<file path="config.mk">
export PLATFORM = sky130hd
export DESIGN_NAME = hcbp_ram
export DESIGN_NICKNAME = d
export VERILOG_FILES = /design/src/rtl/hcbp_ram.sv
export SDC_FILE = /design/constraint.sdc
export NUM_CORES = 2
export LEC_CHECK = 0
export BUFFER_PORTS_ARGS = -buffer_cell sky130_fd_sc_hd__buf_2
export CAP_MARGIN = 25
export CORE_ASPECT_RATIO = 0.75
export CORE_MARGIN = 2
export CORE_UTILIZATION = 30
export CTS_CLUSTER_DIAMETER = 50
export DETAILED_ROUTE_END_ITERATION = 6
export PLACE_DENSITY = 0.51
export SYNTH_ARGS = -nofsm -noshare
export SYNTH_HDL_FRONTEND = slang
export SYNTH_SLANG_ARGS = --single-unit
</file>
<file path="constraint.sdc">
create_clock -name clk -period 3 [get_ports clk]
set_input_delay 0.3 -clock clk [delete_from_list [all_inputs] [get_ports clk]]
set_output_delay 0.3 -clock clk [all_outputs]
set_load 0.02 [all_outputs]
</file>
<file path="src/rtl/hcbp_ram.sv">
`timescale 1ns / 1ps
module hcbp_ram #(
	parameter int WIDTH = 8,
	parameter int DEPTH = 256,
	parameter int AW    = (DEPTH > 1) ? $clog2(DEPTH) : 1
) (
	input  logic             clk,
	input  logic             we,
	input  logic [AW-1:0]    waddr,
	input  logic [WIDTH-1:0] wdata,
	input  logic             re,
	input  logic [AW-1:0]    raddr,
	output logic [WIDTH-1:0] rdata
);

	logic [WIDTH-1:0] mem_q [DEPTH];

	always_ff @(posedge clk) begin
		if (we) begin
			mem_q[waddr] <= wdata;
		end
		if (re) begin
			rdata <= mem_q[raddr];
		end
	end

endmodule

</file>
==> key figures <==
Final layout
  – Syn-to-layout area delta: 19.2%
  – Fill count: 24,400
  – Area of the multi-input gates: 0.0165 sq mm
  – Layout Utilization: 0.360
  – Share of post-route cells with drive strength above 1: 0.309
  – Final nets: 4,397
  – Storage cell area: 0.0617 sq mm
  – Finished Cell Area: 0.0949 sq mm

STA
  – Pins over their slew limit: 0
  – Fmax: 0.339 GHz
  – Final Skew: 0.0768 ns
  – Final setup violation count: 0
  – Slew headroom: 0.289
  – Final hold vios: 0
  – Min cycle time layout: 2.95 ns
  – Worst Max-Slew Pin Slew: 1.06 ns
  – RSZ-0062 raised after global routing: false
  – Sum Neg Setup Slack: 0 ns
  – Fin crit share: 0.982

Clock tree
  – Setup bufs post-CTS: 0
  – Inserted Clock Buffers: 205
  – CTS tree: done
  – # clock sinks: 2,056
  – Htree depth: 4
  – Root Driver: clkbuf_16
  – CTS Buffer Depth: 4
  – Clk slew on worst S/H paths: 0.06 ns
  – Worst skew pair latency: 0.87 ns

Logic synthesis
  – Top cells by area, synth: edfxtp_1, mux4_2, mux2i_1
  – Ys Warns: 0
  – Synth Cell Area: 0.0796 sq mm
  – Syn Area/Cell: 21.3 sq um
  – Share of the synthesized area in the top cell type: 0.775
  – #FFs+latches synth: 2,056
  – Distinct cells, synth: 54
  – Post-Synthesis Cells: 3,733
  – EDFF count, synth: 2,056
  – Post-Syn Nets: 3,760
  – Register area share after synthesis: 0.775
  – Post-synth ARST share: 0
  – Leading area contributor after synthesis: edfxtp_1
  – Most used DFF post-synth: edfxtp_1

Global routing
  – Gr ovfl total: 0
  – GRT Total Usage: 0.165
  – First-pass GRT wire length: 317,000 microns
  – Initial antenna violation count: 18
  – Number of global-route vias before repair: 40,700
  – Largest net degree at the start of global routing: 95

Placed design
  – Port bufs: 34
  – RePlAce Congestion: 0.814
  – DP Area: 0.0884 sq mm
  – Post-DP HPWL: 147,000 microns

Drt
  – Antenna-violating nets left: 0
  – DR DRC count: 0
  – Wire per inst: 28.0 microns
  – DRT iter0 DRCs: 5,163
  – Drt pass-1 iters: 5
  – Vias per inst: 5.06
  – Routed WL: 226,000 microns
  – Vias: 40,900

Pwr
  – IR drop worst, VDD: 550 uV
  – Pleak: 30.0 nW
  – Tot Pwr: 60.2 mW
  – Pwr/cell area: 635 mW/mm^2

Critical path
  – Critical path data arrival time: 3.55 ns
  – Startpoint Class: register
  – Kind of end point of the critical path: register
  – Critical-path maximum fanout: 1
  – Data required, critical path: 3.60 ns
  – Critical setup path kind: register to register

Floorplanning
  – Die X-Extent: 599 microns
  – # IOs: 35
  – Initial Util: 0.302
  – DIE AREA: 0.270 sq mm
  – Cell Rows: 163
  – Core Area: 0.263 sq mm
  – DIE HEIGHT: 450 microns

Flow run
  – Max Cap Violations: 0

Outcome
  – Status: complete, no violations

Min path
  – Hold Path Class: input pin to register
metal layers:
| metal | track usage | vias up | routed length [microns] |
|---|---|---|---|
| li1 | - | 17000 | - |
| met1 | 0.248 | 21900 | 103000 |
| met2 | 0.231 | 1678 | 95800 |
| met3 | 0.0494 | 300 | 21100 |
| met4 | 0.0445 | 8 | 5890 |
| met5 | 0 | - | 54 |
through the flow:
| step | hold slack [ns] | instances | worst slack (ns) |
|---|---|---|---|
| after floorplan | 0.399 | 3733 | 0.624 |
| after global placement | 0.721 | 7700 | -1.03 |
| after detailed placement | 0.716 | 7700 | -1.03 |
| after CTS | 0.0176 | 8068 | 0.0114 |
| after global routing | 0.0913 | 8070 | 0.0195 |
| final | 0.0655 | 8073 | 0.0533 |
worst paths after layout:
| kind | start | endpoint | slack, ns | cells after the start |
|---|---|---|---|---|
| worst min register to register | mem_q[49][0] | rdata[0] | 1.23 | 6 |
| worst max-delay path | mem_q[96][0] | rdata[0] | 0.05 | 8 |
| worst min-delay path | waddr[0] | mem_q[167][3] | 0.07 | 3 |
| worst max register to register | mem_q[96][0] | rdata[0] | 0.05 | 8 |
Yosys cell counts (all sizes together), types with 2 or more instances:
cell type	count
a311oi	2
a211oi	16
and2	6
nand4	10
or2	4
mux4	456
nor4	27
a2111oi	5
o22ai	28
o21ai	12
a21oi	96
nor3	22
mux2i	134
o221ai	47
nor2	282
a22oi	133
clkbuf	111
and3b	2
nand3	34
nand3b	2
o211ai	10
a22o	8
nor2b	31
o22a	5
a221oi	14
buf	122
edfxtp	2056
a31oi	2
o32ai	5
nand2	33
nand2b	8
final cells by class:
type / instances / area share
well taps: 3547 / 0.0468
diodes: 5 / 0.000132
repair buffers: 663 / 0.0610
clock buffers: 253 / 0.0569
multi-input cells: 1442 / 0.174
inverters: 2 / 0.0000791
flip-flops and latches: 2056 / 0.651
clock inverters: 105 / 0.0105
cell families (layout without fill, tap and decap cells):
family / after synthesis / in the layout / synth area share
AO/OA/AOI/OAI: 385 / 385 / 0.0342
buffers and inverters: 235 / 1023 / 0.0183
flip-flops: 2056 / 2056 / 0.775
multiplexers: 591 / 591 / 0.146
other: 0 / 5 / 0
AND/OR/NAND/NOR: 466 / 466 / 0.0263
cells in the final DEF, fill, tap and decap left out, types with 5 or more instances in the layout:
master         count
clkinv_2          27
a21oi_1           96
nand4_1           10
clkinv_8           5
nor2b_1           28
nand2_1           33
o211ai_1          10
clkbuf_16        209
buf_8             10
a22o_1             8
bufinv_16         18
o22ai_1           28
nor4_2             6
a221oi_1          11
dlygate4sd3_1     10
mux4_2           454
edfxtp_1        2056
o21ai_0           10
a22oi_1          133
nor4_1            21
nand2b_1           8
diode_2            5
clkinv_1          49
mux2i_1          134
nor2_1           279
buf_2             22
and2_1             5
o22a_1             5
o221ai_1          46
clkbuf_1          44
buf_4            560
nor3_1            22
buf_12            61
nand3_1           34
a211oi_1          16
timing repair:
item	4_1_cts	5_1_grt
setup endpoints to repair	3	1
gates cloned	0	0
hold buffers	10	0
endpoints found under the hold margin	395	0
resized for setup	3	2
state kept, by name, summed over array words and instances, names as in the netlist:
name / flops
rdata: 8
mem_q: 2048
worst max-delay path: stages, from the launching register on:
cell	delay [ns]
edfxtp_1	0.43
mux4_2	0.46
nor2b_1	0.14
a211oi_1	0.53
buf_4	0.22
nor3_1	0.05
nor4_2	0.60
buf_4	0.22
nor4_2	0.04
power breakdown:
group	leakage (nW)	switching, mW	internal, mW
logic	8.42	2.13	1.27
clock network	3.12	10.9	14.3
registers	18.5	0.0449	31.7
No activity file was read; power rests on OpenSTA's default activity.
