==> config.mk <==
export PLATFORM = sky130hd
export DESIGN_NAME = hcbp_pack
export DESIGN_NICKNAME = d
export VERILOG_FILES = /design/src/rtl/hcbp_pkg.sv /design/src/rtl/hcbp_pack.sv
export SDC_FILE = /design/constraint.sdc
export NUM_CORES = 1
export LEC_CHECK = 0
export ABC_CLOCK_PERIOD_IN_PS = 6700
export BUFFER_PORTS_ARGS = -buffer_cell sky130_fd_sc_hd__buf_2
export CAP_MARGIN = 40
export CORE_ASPECT_RATIO = 0.8
export CORE_MARGIN = 2
export CORE_UTILIZATION = 55
export DETAILED_ROUTE_END_ITERATION = 10
export PLACE_DENSITY = 0.89
export SYNTH_ARGS = -nofsm -noshare
export SYNTH_HDL_FRONTEND = slang
export SYNTH_SLANG_ARGS = --single-unit
==> constraint.sdc <==
create_clock -name vclk -period 6.7
set_input_delay 1.34 -clock vclk [all_inputs]
set_output_delay 1.34 -clock vclk [all_outputs]
set_load 0.02 [all_outputs]
==> src/rtl/hcbp_pkg.sv <==
`timescale 1ns / 1ps
package hcbp_pkg;

	localparam int BYTE_W           = 8;
	localparam int SYM_IN_W         = 8;
	localparam int CODE_W           = 32;
	localparam int LEN_W            = 6;
	localparam int CNT_W            = 3;
	localparam int PAD_W            = 3;
	localparam int MAX_OUT          = 4;
	localparam int IDX_W            = 2;
	localparam int NB_W             = 3;
	localparam int WORD_W           = BYTE_W + CODE_W;
	localparam int DEF_MAX_CODE_LEN = 32;
	localparam int DEF_NUM_SYMBOLS  = 256;

	typedef enum logic [1:0] {
		OP_LOAD   = 2'd0,
		OP_ENCODE = 2'd1,
		OP_FLUSH  = 2'd2
	} op_t;

	typedef struct packed {
		logic [CODE_W-1:0] code;
		logic [LEN_W-1:0]  len;
	} entry_t;

	localparam int ENTRY_W = $bits(entry_t);

	typedef struct packed {
		logic [MAX_OUT-1:0][BYTE_W-1:0] bytes;
		logic [NB_W-1:0]                nbytes;
		logic [BYTE_W-1:0]              pend_byte;
		logic [CNT_W-1:0]               pend_cnt;
	} pack_res_t;

endpackage

==> src/rtl/hcbp_pack.sv <==
`timescale 1ns / 1ps
module hcbp_pack import hcbp_pkg::*; (
	input  logic [BYTE_W-1:0] pend_byte,
	input  logic [CNT_W-1:0]  pend_cnt,
	input  logic [CODE_W-1:0] code,
	input  logic [LEN_W-1:0]  len,
	output pack_res_t         res
);

	logic [LEN_W-1:0]  total;
	logic [LEN_W-1:0]  shamt;
	logic [CODE_W-1:0] code_al;
	logic [WORD_W-1:0] word;
	logic [NB_W-1:0]   nb;

	always_comb begin
		total   = LEN_W'(pend_cnt) + len;
		shamt   = LEN_W'(CODE_W) - len;
		// left-align the code, then place it right after the pending bits
		code_al = code << shamt;
		word    = {pend_byte, {CODE_W{1'b0}}} | ({code_al, {BYTE_W{1'b0}}} >> pend_cnt);
		nb      = total[LEN_W-1:CNT_W];

		for (int k = 0; k < MAX_OUT; k++) begin
			res.bytes[k] = word[WORD_W-1-BYTE_W*k -: BYTE_W];
		end
		res.nbytes   = nb;
		res.pend_cnt = total[CNT_W-1:0];
		case (nb)
			3'd0:    res.pend_byte = word[WORD_W-1 -: BYTE_W];
			3'd1:    res.pend_byte = word[WORD_W-1-BYTE_W -: BYTE_W];
			3'd2:    res.pend_byte = word[WORD_W-1-2*BYTE_W -: BYTE_W];
			3'd3:    res.pend_byte = word[WORD_W-1-3*BYTE_W -: BYTE_W];
			default: res.pend_byte = word[BYTE_W-1:0];
		endcase
	end

endmodule
==> results.toml <==
[timing]
fin_setup_tns_ps = 0
relSlewSlack_pct = 47.48
tightest_slew_ps = 768.0
fmax_mhz = 151.4
setup_violations = 0
timing.final.crit_share_pct = 98.56
finalWorstPathRequiredPeriod_ps = 6604
drv_slew = 0
final_hold_viol_count = 0
rsz0062_at_grt = "false"
worst_hold_slack_ps = 2988

[power]
power_frac_seq_pct = 0
p_sw_share_pct = 61.83
p_leak_nw = 2.020
p_int_mw = 0.2160
peakVddDrop_mv = 0.05831
pwr-share-clk_pct = 0
powerDensity_nw_per_um2 = 110.8
p_comb_share_pct = 100.0
p_sw_mw = 0.3500

[layout]
fin_area_sq_um = 5107
nets = 699
register_area_sq_um = 0
drive_gt1_share_pct = 30.48
syn_to_final_growth_pct = 11.59
clkbuf_count = 0
final_util_pct = 63.69
nFlopsAndLatches = 0
diodes = 0

[synth]
synth_compound_area_share_pct = 34.83
synth-adder-area-share_pct = 1.531
synthTopCellsByArea = "mux4_2 21%, mux2i_1 10%, o21ai_0 4.2%, nand2_1 4.1%, a22oi_1 3.9%"
netlist_top_cells_count = "50 x nand2_1, 46 x mux2i_1, 42 x mux4_2, 38 x o21ai_0, 34 x nor2_1"
synth_top_family_by_area = "compound AO/OA/AOI/OAI gates"
ys_seq_area_share_pct = 0
synthCells = 581
yosys.area.top_type = "mux4_2"
avgSynthCellArea_sq_um = 7.878
syn_area_sq_um = 4577
synth.most_common_cell = "nand2_1"
synth-simple-area-share_pct = 22.01
synth_nets = 635
synth_xor_area_share_pct = 1.558
ys_warn_count = 0
yosysUniqueCellTypes = 88
synth_mux_area_share_pct = 33.24
yosysTopAreaCellShare_pct = 20.67

[run_status]
status = "complete, but fails checks"
violations = "DRC"

[floorplanning]
fp.dieH_um = 85.59
row_count = 29
io_pins = 95
start_util_pct = 57.08
dieWidth_um = 106.0
core_area_sq_um = 8019
dieArea_sq_um = 9072

[routing]
antenna_left = 0
wirelength_um = 16800
drtIter0Drc = 1476
wl_per_cell_um = 22.38
vias = 5938
first_pass_iters = 11
via_per_inst = 7.907
drc = 33

[min_path]
hold_class = "input port to primary output"

[critical_path]
endpoint_kind = "primary output"
path_cells = "buf_2 > inv_1 > ha_2 > buf_12 > mux4_2 > mux2i_1 > o21ai_1 > a211oi_2 > mux2i_1 > mux4_2 > or2_0 > a311o_1 > buf_2"
endpoint = "res[6]"
slowest_stage = "mux4_2"
critPathRequiredTime_ps = 5360
criticalPathCategory = "input port to primary output"
crit_family = "multiplexers"
crit_start = "len[1]"
worst-path-stages = 13
critPathMaxStageDelay_ps = 540
cp_data_arrival_time_ps = 5260
cp_max_fo = 34
startpoint_type = "input port"
worstPathBufferInverterCount = 4

[cts]
hold_buffers = 0
cts-resized-gates = 0
post-cts-setup-buffer-count = 0

[global_routing]
grtUsageTotal_pct = 35.73
antenna_found_initial = 0
grt_pass1_vias = 5367
grt_pass1_wl_um = 26840
grt_max_degree = 43
gr-total-overflow = 0

[placement]
io_buffers = 95
hpwlAfterDp_um = 12830
place_congestion = 1.184
place_area_sq_um = 5107

[flow_run]
cap_violations = 0
power by group through the flow:
stage	registers (mW)	logic, mW	clock network (mW)
5_1_grt	0	0.594	0
3_3_place_gp	0	0.525	0
3_5_place_dp	0	0.539	0
4_1_cts	0	0.542	0
6_report	0	0.566	0
2_1_floorplan	0	0.391	0
final cells by class:
class              count  area (sq um)
multi-input cells    515          4274
fillers              673          2912
repair buffers       118         660.6
well taps            108         135.1
inverters             10         37.54
stage by stage:
step,instances,power (mW),setup WS (ps)
final,751,0.5660,96.32
after CTS,751,0.5418,275.4
after global placement,751,0.5248,492.0
after global routing,751,0.5935,28.80
after floorplan,581,0.3907,421.8
after detailed placement,751,0.5394,284.5
worst min path at each step:
stage | startpoint | endpoint | slack [ps] | depth (start not counted)
after global routing | pend_byte[5] | res[19] | 3010 | 3
after floorplan | pend_byte[3] | res[17] | 2840 | 1
after detailed placement | pend_byte[5] | res[19] | 2990 | 3
final | pend_byte[5] | res[19] | 2990 | 3
after CTS | pend_byte[5] | res[19] | 2990 | 3
after global placement | pend_byte[5] | res[19] | 2990 | 3
cells by family after synthesis:
| logic type | Yosys count |
|---|---|
| adder cells (fa/ha/maj) | 5 |
| AND/OR/NAND/NOR | 189 |
| multiplexers | 98 |
| buffers and inverters | 66 |
| AO/OA/AOI/OAI | 217 |
| XOR/XNOR | 6 |
cell usage in the layout, fill, tap and decap left out, drive strengths merged, types with 8 or more instances in the layout:
master / netlist / layout
o22ai: 12 / 12
mux4: 42 / 42
buf: 31 / 118
o21ai: 45 / 45
a211oi: 13 / 13
o31ai: 8 / 8
mux2: 9 / 9
mux2i: 47 / 47
a21oi: 29 / 29
a22oi: 24 / 24
nor4: 11 / 11
nor3: 20 / 20
nor2: 34 / 34
nand3: 25 / 25
a21o: 8 / 8
nand2: 50 / 50
metal layers:
layer  GRT usage (%)  up-vias  wire, um  share of wire (%)
met2           55.25      584      7162                 43
met3           13.22      156      2904                 17
met5               0        -         0                  0
li1                -     2512         -                  -
met1           45.78     2686      5865                 35
met4           13.64        0       870                5.2
Power figures use the tool's default switching activity.
